**src/hdl/bpc_pkg.sv**
```systemverilog
`default_nettype none
package bpc_pkg;

  // Width of the hold time accumulator.
  localparam int HOLD_BITS = 16;
  localparam int SUM_W = HOLD_BITS + 1;
  localparam int THRESH_W = 16;
  localparam int CMP_W = (HOLD_BITS > THRESH_W) ? HOLD_BITS : THRESH_W;

  localparam int PERIOD_W = 10;
  localparam int LATE_W = 10;
  localparam int STATUS_W = 3;

  localparam int CFG_IDX_W = 2;
  localparam int CFG_DATA_W = 16;

  // Configuration register indexes.
  localparam logic [CFG_IDX_W-1:0] CFG_SAMPLE_PERIOD = 2'd0;
  localparam logic [CFG_IDX_W-1:0] CFG_CLICK_TIME = 2'd1;
  localparam logic [CFG_IDX_W-1:0] CFG_LONG_TIME = 2'd2;

  localparam logic [PERIOD_W-1:0] RST_SAMPLE_PERIOD = 10'd50;
  localparam logic [THRESH_W-1:0] RST_CLICK_TIME = 16'd200;
  localparam logic [THRESH_W-1:0] RST_LONG_TIME = 16'd3000;

  // Item operations.
  localparam logic OP_SAMPLE = 1'b0;
  localparam logic OP_LISTEN = 1'b1;

  // Press status codes.
  localparam logic [STATUS_W-1:0] ST_NONE = 3'd0;
  localparam logic [STATUS_W-1:0] ST_CLICK_PRESS = 3'd1;
  localparam logic [STATUS_W-1:0] ST_CLICK = 3'd2;
  localparam logic [STATUS_W-1:0] ST_LONG_PRESS = 3'd3;
  localparam logic [STATUS_W-1:0] ST_LONG_LISTEN = 3'd4;
  localparam logic [STATUS_W-1:0] ST_LONG_REL = 3'd5;

  typedef struct packed {
    logic [PERIOD_W-1:0] sample_period;
    logic [THRESH_W-1:0] click_time;
    logic [THRESH_W-1:0] long_time;
  } cfg_t;

  typedef struct packed {
    logic                operation;
    logic                pressed;
    logic [LATE_W-1:0]   late_ms;
    logic [STATUS_W-1:0] query_state;
  } item_t;

endpackage
`default_nettype wire

```
**src/hdl/bpc_in_if.sv**
```systemverilog
`default_nettype none
interface bpc_in_if;
  logic                              valid;
  logic                              ready;
  logic                              operation;
  logic                              pressed;
  logic [bpc_pkg::LATE_W-1:0]        late_ms;
  logic [bpc_pkg::STATUS_W-1:0]      query_state;

  modport source (output valid, output operation, output pressed, output late_ms,
                  output query_state, input ready);
  modport sink (input valid, input operation, input pressed, input late_ms,
                input query_state, output ready);
endinterface
`default_nettype wire

```
**src/hdl/bpc_out_if.sv**
```systemverilog
`default_nettype none
interface bpc_out_if;
  logic                         valid;
  logic                         ready;
  logic [bpc_pkg::STATUS_W-1:0] status;
  logic                         matched;

  modport source (output valid, output status, output matched, input ready);
  modport sink (input valid, input status, input matched, output ready);
endinterface
`default_nettype wire

```
**src/hdl/bpc_cfg_regs.sv**
```systemverilog
`default_nettype none
module bpc_cfg_regs (
  input  wire logic                               clk,
  input  wire logic                               rst_n,
  input  wire logic                               cfg_we,
  input  wire logic [bpc_pkg::CFG_IDX_W-1:0]      cfg_index,
  input  wire logic [bpc_pkg::CFG_DATA_W-1:0]     cfg_wdata,
  output bpc_pkg::cfg_t                           cfg
);

  bpc_pkg::cfg_t cfg_r;

  always_ff @(posedge clk) begin
    if (!rst_n) begin
      cfg_r.sample_period <= bpc_pkg::RST_SAMPLE_PERIOD;
      cfg_r.click_time <= bpc_pkg::RST_CLICK_TIME;
      cfg_r.long_time <= bpc_pkg::RST_LONG_TIME;
    end else if (cfg_we) begin
      unique case (cfg_index)
        bpc_pkg::CFG_SAMPLE_PERIOD:
          cfg_r.sample_period <= cfg_wdata[bpc_pkg::PERIOD_W-1:0];
        bpc_pkg::CFG_CLICK_TIME:
          cfg_r.click_time <= cfg_wdata[bpc_pkg::THRESH_W-1:0];
        bpc_pkg::CFG_LONG_TIME:
          cfg_r.long_time <= cfg_wdata[bpc_pkg::THRESH_W-1:0];
        default: ;
      endcase
    end
  end

  assign cfg = cfg_r;

endmodule
`default_nettype wire

```
**src/hdl/bpc_classify.sv**
```systemverilog
`default_nettype none
module bpc_classify (
  input  wire bpc_pkg::cfg_t                     cfg,
  input  wire bpc_pkg::item_t                    item,
  input  wire logic [bpc_pkg::HOLD_BITS-1:0]     hold,
  input  wire logic [bpc_pkg::STATUS_W-1:0]      status,
  output logic [bpc_pkg::HOLD_BITS-1:0]          hold_nxt,
  output logic [bpc_pkg::STATUS_W-1:0]           status_nxt,
  output logic                                   matched
);

  logic [bpc_pkg::SUM_W-1:0]     sum;
  logic [bpc_pkg::HOLD_BITS-1:0] hold_smp;
  logic [bpc_pkg::CMP_W-1:0]     hold_cmp;
  logic [bpc_pkg::CMP_W-1:0]     click_cmp;
  logic [bpc_pkg::CMP_W-1:0]     long_cmp;
  logic [bpc_pkg::STATUS_W-1:0]  status_smp;

  // The top bit of the sum flags an overflow, which saturates the hold time.
  assign sum = {1'b0, hold} + bpc_pkg::SUM_W'(cfg.sample_period)
             + bpc_pkg::SUM_W'(item.late_ms);

  always_comb begin
    if (!item.pressed) begin
      hold_smp = '0;
    end else if (sum[bpc_pkg::HOLD_BITS]) begin
      hold_smp = '1;
    end else begin
      hold_smp = sum[bpc_pkg::HOLD_BITS-1:0];
    end
  end

  assign hold_cmp = bpc_pkg::CMP_W'(hold_smp);
  assign click_cmp = bpc_pkg::CMP_W'(cfg.click_time);
  assign long_cmp = bpc_pkg::CMP_W'(cfg.long_time);

  always_comb begin
    status_smp = status;
    if (hold_cmp >= click_cmp && hold_cmp < long_cmp) begin
      status_smp = bpc_pkg::ST_CLICK_PRESS;
    end else if (status != bpc_pkg::ST_LONG_LISTEN && hold_cmp >= long_cmp) begin
      status_smp = bpc_pkg::ST_LONG_PRESS;
    end else if (hold_smp == '0) begin
      if (status == bpc_pkg::ST_CLICK_PRESS) begin
        status_smp = bpc_pkg::ST_CLICK;
      end else if (status == bpc_pkg::ST_LONG_PRESS ||
                   status == bpc_pkg::ST_LONG_LISTEN) begin
        status_smp = bpc_pkg::ST_LONG_REL;
      end
    end
  end

  always_comb begin
    hold_nxt = hold;
    status_nxt = status;
    matched = 1'b0;
    if (item.operation == bpc_pkg::OP_SAMPLE) begin
      hold_nxt = hold_smp;
      status_nxt = status_smp;
    end else if (item.query_state == status) begin
      // A long press that has been listened for is not reported again.
      matched = 1'b1;
      if (status == bpc_pkg::ST_LONG_PRESS) begin
        status_nxt = bpc_pkg::ST_LONG_LISTEN;
      end
    end
  end

endmodule
`default_nettype wire

```
**src/hdl/button_press_classifier.sv**
```systemverilog
// Push-button classifier: turns sampled button levels into click and
// long-press status codes.
// Input channel in_ch: a sample item (operation 0) carries the button level
// and how many ms late it came; a listen item (operation 1) asks whether the
// status equals query_state. Every item produces exactly one result on
// out_ch: the status after the item and, for a listen item, the match flag.
// The user writes the configuration (sample period, click time, long time)
// via cfg_we/cfg_index/cfg_wdata only with no item in flight; not enforced.
// The input register feeds the classify logic, which loads the result register
// when the result register is free or being drained. Throughput is one item
// per cycle while out_ch does not stall, set by the combinational hold-time
// add and threshold compare that feed the state registers.
// When out_ch stalls, the result register holds, the input register fills,
// and in_ch.ready drops only once both are occupied.
// Synchronous active-low reset clears the hold time, sets the status to
// none, loads the configuration defaults (50, 200, 3000 ms) and empties both
// registers.
`default_nettype none
module button_press_classifier (
  input  wire logic                           clk,
  input  wire logic                           rst_n,
  bpc_in_if.sink                              in_ch,
  bpc_out_if.source                           out_ch,
  input  wire logic                           cfg_we,
  input  wire logic [bpc_pkg::CFG_IDX_W-1:0]  cfg_index,
  input  wire logic [bpc_pkg::CFG_DATA_W-1:0] cfg_wdata
);

  bpc_pkg::cfg_t                 cfg;
  bpc_pkg::item_t                s1_item_r;
  logic                          s1_valid_r;
  logic                          s1_fire;
  logic                          out_valid_r;
  logic [bpc_pkg::STATUS_W-1:0]  out_status_r;
  logic                          out_matched_r;
  logic [bpc_pkg::HOLD_BITS-1:0] hold_r;
  logic [bpc_pkg::HOLD_BITS-1:0] hold_nxt;
  logic [bpc_pkg::STATUS_W-1:0]  status_r;
  logic [bpc_pkg::STATUS_W-1:0]  status_nxt;
  logic                          matched_nxt;
  logic                          in_fire;

  bpc_cfg_regs u_cfg (
    .clk       (clk),
    .rst_n     (rst_n),
    .cfg_we    (cfg_we),
    .cfg_index (cfg_index),
    .cfg_wdata (cfg_wdata),
    .cfg       (cfg)
  );

  bpc_classify u_classify (
    .cfg        (cfg),
    .item       (s1_item_r),
    .hold       (hold_r),
    .status     (status_r),
    .hold_nxt   (hold_nxt),
    .status_nxt (status_nxt),
    .matched    (matched_nxt)
  );

  // The input register moves on whenever the result register is free or is
  // being drained this cycle.
  assign s1_fire = s1_valid_r && (!out_valid_r || out_ch.ready);
  assign in_ch.ready = !s1_valid_r || s1_fire;
  assign in_fire = in_ch.valid && in_ch.ready;

  always_ff @(posedge clk) begin
    if (!rst_n) begin
      s1_valid_r <= 1'b0;
    end else if (in_ch.ready) begin
      s1_valid_r <= in_ch.valid;
    end
  end

  always_ff @(posedge clk) begin
    if (in_fire) begin
      s1_item_r.operation <= in_ch.operation;
      s1_item_r.pressed <= in_ch.pressed;
      s1_item_r.late_ms <= in_ch.late_ms;
      s1_item_r.query_state <= in_ch.query_state;
    end
  end

  always_ff @(posedge clk) begin
    if (!rst_n) begin
      hold_r <= '0;
      status_r <= bpc_pkg::ST_NONE;
    end else if (s1_fire) begin
      hold_r <= hold_nxt;
      status_r <= status_nxt;
    end
  end

  always_ff @(posedge clk) begin
    if (!rst_n) begin
      out_valid_r <= 1'b0;
    end else if (s1_fire) begin
      out_valid_r <= 1'b1;
    end else if (out_ch.ready) begin
      out_valid_r <= 1'b0;
    end
  end

  always_ff @(posedge clk) begin
    if (s1_fire) begin
      out_status_r <= status_nxt;
      out_matched_r <= matched_nxt;
    end
  end

  assign out_ch.valid = out_valid_r;
  assign out_ch.status = out_status_r;
  assign out_ch.matched = out_matched_r;

  a_listen_keeps_hold: assert property (@(posedge clk) disable iff (!rst_n)
    s1_fire && s1_item_r.operation == bpc_pkg::OP_LISTEN |=> $stable(hold_r))
    else $error("listen item changed the hold time");

  a_release_clears_hold: assert property (@(posedge clk) disable iff (!rst_n)
    s1_fire && s1_item_r.operation == bpc_pkg::OP_SAMPLE && !s1_item_r.pressed
    |=> hold_r == '0)
    else $error("released sample left a nonzero hold time");

  a_listened_from_long: assert property (@(posedge clk) disable iff (!rst_n)
    $rose(status_r == bpc_pkg::ST_LONG_LISTEN) |-> $past(status_r) == bpc_pkg::ST_LONG_PRESS)
    else $error("listened status entered from other than long press");

  a_ready_only_when_full: assert property (@(posedge clk) disable iff (!rst_n)
    !in_ch.ready |-> s1_valid_r && out_valid_r && !out_ch.ready)
    else $error("input stalled while the pipeline could move");

endmodule
`default_nettype wire
```
**src/flat_wrapper.sv**
```systemverilog
// flat-port wrapper written by rule: the top's interface ports become plain ports
module button_press_classifier_flat 
  (clk, rst_n, cfg_we, cfg_index, cfg_wdata, in_ch_valid, in_ch_operation, in_ch_pressed, in_ch_late_ms, in_ch_query_state, in_ch_ready, out_ch_valid, out_ch_status, out_ch_matched, out_ch_ready);
  bpc_in_if in_ch_i ();
  bpc_out_if out_ch_i ();
  input  wire logic clk;
  input  wire logic rst_n;
  input  wire logic cfg_we;
  input  wire logic [bpc_pkg::CFG_IDX_W-1:0] cfg_index;
  input  wire logic [bpc_pkg::CFG_DATA_W-1:0] cfg_wdata;
  input wire logic [$bits(in_ch_i.valid)-1:0] in_ch_valid;
  input wire logic [$bits(in_ch_i.operation)-1:0] in_ch_operation;
  input wire logic [$bits(in_ch_i.pressed)-1:0] in_ch_pressed;
  input wire logic [$bits(in_ch_i.late_ms)-1:0] in_ch_late_ms;
  input wire logic [$bits(in_ch_i.query_state)-1:0] in_ch_query_state;
  output wire logic [$bits(in_ch_i.ready)-1:0] in_ch_ready;
  output wire logic [$bits(out_ch_i.valid)-1:0] out_ch_valid;
  output wire logic [$bits(out_ch_i.status)-1:0] out_ch_status;
  output wire logic [$bits(out_ch_i.matched)-1:0] out_ch_matched;
  input wire logic [$bits(out_ch_i.ready)-1:0] out_ch_ready;
  assign in_ch_i.valid = in_ch_valid;
  assign in_ch_i.operation = in_ch_operation;
  assign in_ch_i.pressed = in_ch_pressed;
  assign in_ch_i.late_ms = in_ch_late_ms;
  assign in_ch_i.query_state = in_ch_query_state;
  assign in_ch_ready = in_ch_i.ready;
  assign out_ch_valid = out_ch_i.valid;
  assign out_ch_status = out_ch_i.status;
  assign out_ch_matched = out_ch_i.matched;
  assign out_ch_i.ready = out_ch_ready;
  button_press_classifier u_core (.clk(clk), .rst_n(rst_n), .in_ch(in_ch_i), .out_ch(out_ch_i), .cfg_we(cfg_we), .cfg_index(cfg_index), .cfg_wdata(cfg_wdata));
endmodule
```
**config.mk**
```make
export PLATFORM = sky130hd
export DESIGN_NAME = button_press_classifier_flat
export DESIGN_NICKNAME = d
export VERILOG_FILES = /design/src/hdl/bpc_pkg.sv /design/src/hdl/bpc_in_if.sv /design/src/hdl/bpc_out_if.sv /design/src/hdl/bpc_cfg_regs.sv /design/src/hdl/bpc_classify.sv /design/src/hdl/button_press_classifier.sv /design/src/flat_wrapper.sv
export SDC_FILE = /design/constraint.sdc
export NUM_CORES = 1
export LEC_CHECK = 0
export BUFFER_PORTS_ARGS = -buffer_cell sky130_fd_sc_hd__buf_4
export CAP_MARGIN = 20
export CORE_UTILIZATION = 45
export CTS_CLUSTER_DIAMETER = 150
export DETAILED_ROUTE_END_ITERATION = 12
export HOLD_SLACK_MARGIN = 0.06
export PLACE_DENSITY = 0.7
export SKIP_LAST_GASP = 1
export SYNTH_ARGS = -nofsm -noshare
export SYNTH_HDL_FRONTEND = slang
export SYNTH_HIERARCHICAL = 1
export SYNTH_SLANG_ARGS = --single-unit
export TNS_END_PERCENT = 50
```
**constraint.sdc**
```tcl
create_clock -name clk -period 13.82 [get_ports clk]
set_input_delay 1.382 -clock clk [delete_from_list [all_inputs] [get_ports clk]]
set_output_delay 1.382 -clock clk [all_outputs]
set_load 0.005 [all_outputs]
```
Yosys cells after proc, flatten, opt, wreduce, memory -nomap -nowiden
Index checks and enable logic that the tools add are counted.
{"block": "totals", "regBits": 82, "elab_cells": 55, "output_inout_bits": 6}
{"block": "classes", "n_mux": 13, "add_sub_neg": 2, "n_eq_ne": 7, "bitwise": 1, "reduce_logical": 16, "order_cmp": 3}
{"operator": "$ge 16x16->1", "count": 2}
{"operator": "$mux 16", "count": 2}
{"operator": "$mux 3", "count": 8}
{"operator": "$add 16x10->17", "count": 1}
{"operator": "$add 17x10->17", "count": 1}
{"operator": "$logic_not 16->1", "count": 1}
{"operator": "$lt 16x16->1", "count": 1}
{"operator": "$reduce_and 2->1", "count": 4}
{"operator": "$logic_and 1x1->1", "count": 4}
{"operator": "$eq 3x1->1 const B", "count": 1}
{"operator": "$eq 3x2->1 const B", "count": 1}
{"operator": "$eq 3x3->1", "count": 1}
{"operator": "$eq 3x3->1 const B", "count": 1}
{"operator": "$logic_or 1x1->1", "count": 3}
{"operator": "$mux 1", "count": 3}
{"operator": "$ne 3x3->1 const B", "count": 1}
{"operator": "$eq 2x1->1 const B", "count": 1}
{"operator": "$eq 2x2->1 const B", "count": 1}
{"operator": "$logic_not 1->1", "count": 2}
{"operator": "$logic_not 2->1", "count": 1}
{"operator": "$reduce_bool 2->1", "count": 1}
{"operator": "$not 1->1", "count": 1}

Logic depth before layout (Yosys ltp)
{"block": "logic_depth", "word_depth": 9, "mapped_depth": 23, "ltp_nobuf": 23}

Hierarchy
Netlist, hierarchy kept.
{"mod": "bpc_classify", "area_each_um2": 2292.2, "n_inst": 1, "cells_each": 315, "seq_area_each_um2": 0.0}
{"mod": "bpc_cfg_regs", "area_each_um2": 1701.6, "n_inst": 1, "cells_each": 171, "seq_area_each_um2": 840.8}
{"mod": "button_press_classifier", "area_each_um2": 1418.9, "n_inst": 1, "cells_each": 110, "seq_area_each_um2": 991.0}

Worst setup path before layout
Ideal clock, no wire load.
{"block": "synth_path", "kind": "reg2reg", "from": "register u_core/s1_item_r[4] in the netlist's numbering", "to": "register u_core.out_status_r, in the netlist u_core/out_ch.status[2] (data pin)", "path_slack_ps": 9342, "stages_incl_launch_ff": 20, "required_ps": 13559, "arrival_time_ps": 4217, "setup_ps": 261, "cell_sequence": "edfxtp_1 -> fa_1 -> ha_1 -> inv_1 -> fa_1 -> nor2b_1 -> o211ai_1 -> a211o_1 -> a21oi_1 -> and3_1 -> xnor2_1 -> a21oi_1 -> ha_1 -> nand4_1 -> nor2_1 -> nand3_1 -> o221a_2 -> a211oi_1 -> o21ai_0 -> o221a_2"}
{"block": "synth_between", "elab_chain_len": 8}
{"item": "start: declaration", "line_no": "button_press_classifier.sv:30", "source": "bpc_pkg::item_t s1_item_r;"}
{"item": "$add 17x10->17 *", "line_no": "bpc_classify.sv:21", "source": "+ bpc_pkg::SUM_W'(item.late_ms);"}
{"item": "$mux 16 *", "line_no": "bpc_classify.sv:26", "source": "end else if (sum[bpc_pkg::HOLD_BITS]) begin"}
{"item": "$mux 16 *", "line_no": "bpc_classify.sv:24", "source": "if (!item.pressed) begin"}
{"item": "$ge 16x16->1 / $logic_not 16->1 (equally long branches)", "line_no": "bpc_classify.sv:41, bpc_classify.sv:43"}
{"item": "$logic_and 1x1->1 / $mux 3 (equally long branches)", "line_no": "bpc_classify.sv:41, bpc_classify.sv:43"}
{"item": "$mux 3", "line_no": "bpc_classify.sv:41", "source": "end else if (status != bpc_pkg::ST_LONG_LISTEN && hold_cmp >= long_cmp) begin"}
{"item": "$mux 3 *", "line_no": "bpc_classify.sv:39", "source": "if (hold_cmp >= click_cmp && hold_cmp < long_cmp) begin"}
{"item": "$mux 3 *", "line_no": "bpc_classify.sv:57", "source": "if (item.operation == bpc_pkg::OP_SAMPLE) begin"}
{"item": "net u_core.status_nxt, one bit", "line_no": "button_press_classifier.sv:39", "source": "logic [bpc_pkg::STATUS_W-1:0] status_nxt;"}
{"item": "end signal: assignment", "line_no": "button_press_classifier.sv:107", "source": "out_status_r <= status_nxt;"}
{"item": "end: declaration", "line_no": "button_press_classifier.sv:34", "source": "logic [bpc_pkg::STATUS_W-1:0] out_status_r;"}
The timed path passes the listed nets; every way through them passes the cells marked *.
A chain may end at the register's enable or synchronous reset.

Final worst setup path
{"block": "layout_path", "from": "register u_core/s1_item_r[11] in the netlist's numbering", "to": "register u_core/status_r[2] in the netlist's numbering"}
{"block": "layout_between", "elab_chain_len": 8}
{"item": "$add 17x10->17 *", "line_no": "bpc_classify.sv:21"}
{"item": "$mux 16 *", "line_no": "bpc_classify.sv:26"}
{"item": "$mux 16 *", "line_no": "bpc_classify.sv:24"}
{"item": "$ge 16x16->1 / $logic_not 16->1 (equally long branches)", "line_no": "bpc_classify.sv:41, bpc_classify.sv:43"}
{"item": "$logic_and 1x1->1 / $mux 3 (equally long branches)", "line_no": "bpc_classify.sv:41, bpc_classify.sv:43"}
{"item": "$mux 3", "line_no": "bpc_classify.sv:41"}
{"item": "$mux 3 *", "line_no": "bpc_classify.sv:39"}
{"item": "$mux 3 *", "line_no": "bpc_classify.sv:57"}
{"item": "net u_core.status_nxt, one bit", "line_no": "button_press_classifier.sv:39"}
{"item": "end signal: assignment", "line_no": "button_press_classifier.sv:88", "source": "status_r <= bpc_pkg::ST_NONE;"}
{"item": "end signal: assignment", "line_no": "button_press_classifier.sv:91", "source": "status_r <= status_nxt;"}
{"item": "end: declaration", "line_no": "button_press_classifier.sv:38", "source": "logic [bpc_pkg::STATUS_W-1:0] status_r;"}
Marks and branches as above.

==> run_results.csv <==
group,metric,value,unit
sta,max_slew.worst_pin.slew,0.9514,ns
cts,cts.htree.levels,3,
final_layout,fin_util,0.5234,
flow_run,cap_violations,0,
final_layout,layout.nets,710,
sta,period_share,0.4124,
detailed_routing,ant_nets,0,
synth,synth-edff-count,19,
cts,cts_tree,"yes",
sta,finalCriticalPeriod,5.699,ns
sta,setup_slack,8.121,ns
placed_design,dp_slack,8.271,ns
sta,rsz0062_at_grt,"no",
cts,cts_buffer_depth,2,
global_route,grt-ovfl-total,0,
synth,ys_seq_area_frac,0.3384,
sta,drv_slew,0,
global_route,grt_usage,0.2063,
worst_setup_path,worstSetupStartpointType,"flop",
synth,syn_area_per_cell,9.082,sq um
detailed_routing,drt_iter0_drc,242,
cts,post_cts_resized,0,
pwr,power.density,104.9,nW/um^2
global_route,grt_max_degree,103,
pwr,p_int,462.3,uW
cts,root_buffer,"clkbuf_16",
sta,setup_viol,0,
cts,cts_made_buffers,9,
pwr,p_sw_frac,0.2721,
synth,ys_seq_elements,82,
status,status,"complete, but fails checks",
sta,max_slew_margin,0.3657,
detailed_routing,via_per_inst,5.454,
worst_setup_path,worstSetupPathType,"flop to flop",
cts,clkTransAtPathRegs,0.06,ns
synth,async_reset_ff_frac,0,
pwr,vdd_drop_max,0.05523,mV
final_layout,area_delta_synth_final,11.84,%
floorplanning,die_x,111.7,um
detailed_routing,dr.pass1.iters,9,
worst_setup_path,startpoint,"u_core/s1_item_r[11]",
worst_setup_path,end_kind,"flop",
placed_design,portBuffers,43,
pwr,p_clk_frac,0.392,
pwr,p_comb_frac,0.195,
worst_setup_path,crit_arrival,5.88,ns
floorplanning,die_h,111.7,um
synth,synth_cell_types,59,
synth,yosysTopAreaCell,"dfxtp_1",
sta,fmax,175.5,MHz
global_route,grt_pass1_wl,20150,um
sta,fin_tns_setup,0,ns
floorplanning,start_util,0.4680,
sta,skew,0.008992,ns
detailed_routing,drt_wl_total,12290,um
cts,ctsHoldBuffers,0,
worst_setup_path,critical_path_required,14.00,ns
cts,clkLatencyLatePin,0.34,ns
synth,synth_cells,596,
pwr,power_leakage,2.632,nW
detailed_routing,wl_per_cell,16.04,um
final_layout,fillers,1057,
synth,yosysWarnings,6,
synth,synth_top_area_frac,0.2330,
hold_path,hold_class,"flop to flop",
floorplanning,core_area,11560,sq um
floorplanning,rows,39,
cts,cts_setup_buffers,0,
floorplanning,io_pins,44,
pwr,seq_power_share,0.413,
sta,hold_viol_final,0,
worst_setup_path,r2r_start,"u_core/s1_item_r[11]",
detailed_routing,drc,1,
global_route,grt_pass1_vias,4198,
synth,mappedNetlistArea,5413,sq um
cts,clkSinkCount,82,
status,violations,"design-rule violations",
placed_design,place_congestion,0.8704,
floorplanning,die_area,12470,sq um
worst_setup_path,critical_path.max_fanout,11,
pwr,p_switching,172.8,uW
synth,synth_fp_nets,687,
worst_setup_path,r2r_setup_slack,8.12,ns
synth,ys.flop_type,"dfxtp_1",
hold_path,min-delay-start,"u_core/u_cfg/cfg[26]",
global_route,antenna_found_initial,0,
synth,synth_area_leaders,"dfxtp_1 23%, mux2i_1 11%, edfxtp_1 11%",
placed_design,place_hpwl,9071,um
final_layout,drive_gt1_frac,0.1364,
final_layout,antennaDiodeCount,0,
detailed_routing,vias,4178,
-- sequential cells by signal (all words and copies together) (netlist names) --
name,cells
u_core/status_r,3
u_core/out_ch.matched,1
u_core/hold_r,16
u_core/s1_valid_r,1
u_core/out_ch.status,3
u_core/u_cfg/cfg,42
u_core/s1_item_r,15
u_core/out_ch.valid,1
-- worst paths after layout --
path | endpoint | depth (start not counted)
min reg2reg | u_core/u_cfg/cfg[26] | 2
min | u_core/u_cfg/cfg[26] | 2
max reg2reg | u_core/status_r[2] | 19
max | u_core/status_r[2] | 19
-- final cells by class --
cell class,instances,area [sq um],share of cell area
clock buffers,13,304.0,0.05023
clock inverters,2,13.76,0.002274
inverters,48,180.2,0.02976
multi-input cells,435,3222,0.5322
flip-flops and latches,82,1832,0.3026
well taps,143,178.9,0.02956
repair buffers,43,322.8,0.05333
-- cells in the final DEF, fill, tap and decap left out, types with 2 or more instances in the layout --
cell type | Yosys | routed
o21a_1 | 6 | 6
xnor2_1 | 9 | 9
nand4_1 | 7 | 7
nand3_1 | 7 | 7
or2_2 | 4 | 4
and2_1 | 6 | 6
mux2_2 | 8 | 8
nand4b_1 | 4 | 4
a211o_1 | 2 | 2
a211oi_1 | 5 | 5
fa_1 | 11 | 11
a21boi_1 | 2 | 2
edfxtp_1 | 19 | 19
or3_1 | 2 | 2
clkbuf_16 | 0 | 12
dfxtp_1 | 63 | 63
nor2b_4 | 2 | 2
nor2_1 | 32 | 32
and3b_2 | 2 | 2
nor2b_1 | 16 | 16
mux2i_1 | 58 | 58
nand2b_1 | 2 | 2
o21ai_1 | 3 | 3
ha_1 | 42 | 42
inv_1 | 47 | 47
nor3_1 | 5 | 5
o21bai_1 | 2 | 2
o211ai_1 | 7 | 7
o21ai_0 | 11 | 11
o311ai_0 | 2 | 2
buf_4 | 2 | 43
nor4_2 | 2 | 2
nand2_1 | 107 | 107
a21oi_1 | 25 | 25
o31ai_1 | 7 | 7
a21o_1 | 15 | 15
o221a_2 | 3 | 3
-- logic make-up after synthesis --
family                     Yosys count  share of synthesized area
xor gates and xnor gates             9                    0.01456
DFF                                 82                     0.3384
buffers and inverters               79                    0.06634
and+or+nand+nor                    209                     0.1896
adders and majority gates           53                     0.1378
muxes                               66                     0.1239
AOI/OAI and AO/OA                   98                     0.1295
-- metrics by stage --
stage	power [mW]	area, sq um	hold slack [ns]	std cells
final	0.6351	6053	0.4589	766
after global routing	0.6644	6053	0.4851	766
after CTS	0.6387	6053	0.4605	766
after detailed placement	0.3896	5736	0.4521	751
after global placement	0.3876	5736	0.4424	751
after floorplan	0.3565	5413	0.4335	596
-- synthesized netlist by cell type (3+ instances only) --
| cell | count |
|---|---|
| a211oi_1 | 5 |
| a21o_1 | 15 |
| a21oi_1 | 25 |
| and2_1 | 6 |
| buf_2 | 8 |
| buf_6 | 6 |
| clkbuf_1 | 15 |
| dfxtp_1 | 63 |
| edfxtp_1 | 19 |
| fa_1 | 11 |
| ha_1 | 42 |
| inv_1 | 47 |
| mux2_2 | 8 |
| mux2i_1 | 58 |
| nand2_1 | 107 |
| nand3_1 | 7 |
| nand4_1 | 7 |
| nand4b_1 | 4 |
| nor2_1 | 32 |
| nor2b_1 | 16 |
| nor3_1 | 5 |
| o211ai_1 | 7 |
| o21a_1 | 6 |
| o21ai_0 | 11 |
| o21ai_1 | 3 |
| o221a_2 | 3 |
| o31ai_1 | 7 |
| or2_2 | 4 |
| xnor2_1 | 9 |
-- power groups by stage --
stage                     registers [mW]  logic (mW)  clock network [mW]
after floorplan                    0.265      0.0916                   0
after global placement             0.267       0.120                   0
after detailed placement           0.268       0.122                   0
after CTS                          0.262       0.123               0.253
after global routing               0.264       0.138               0.263
final                              0.262       0.124               0.249
-- worst max-delay path, stage by stage (launching register included) --
cell	delay [ns]
edfxtp_1	0.39
fa_1	0.48
ha_1	0.43
nand3_1	0.18
nor4b_2	0.36
o21ai_0	0.18
a21boi_1	0.74
inv_1	0.24
a21oi_1	0.44
ha_1	0.35
o21a_1	0.12
o21ai_0	0.15
a21oi_1	0.12
a21o_1	0.19
a21o_1	0.18
a211oi_1	0.50
o21ai_0	0.19
o221a_2	0.16
nand2_1	0.06
mux2i_1	0.09
-- per-layer routing --
layer	vias to the layer above	routed length, um	track usage
li1	2113	-	-
met1	1959	5738	0.2594
met2	92	5897	0.3557
met3	14	484	0.03702
met4	0	165	0.07027
met5	-	0	0
Note: power is estimated with default switching activity, not from simulation.
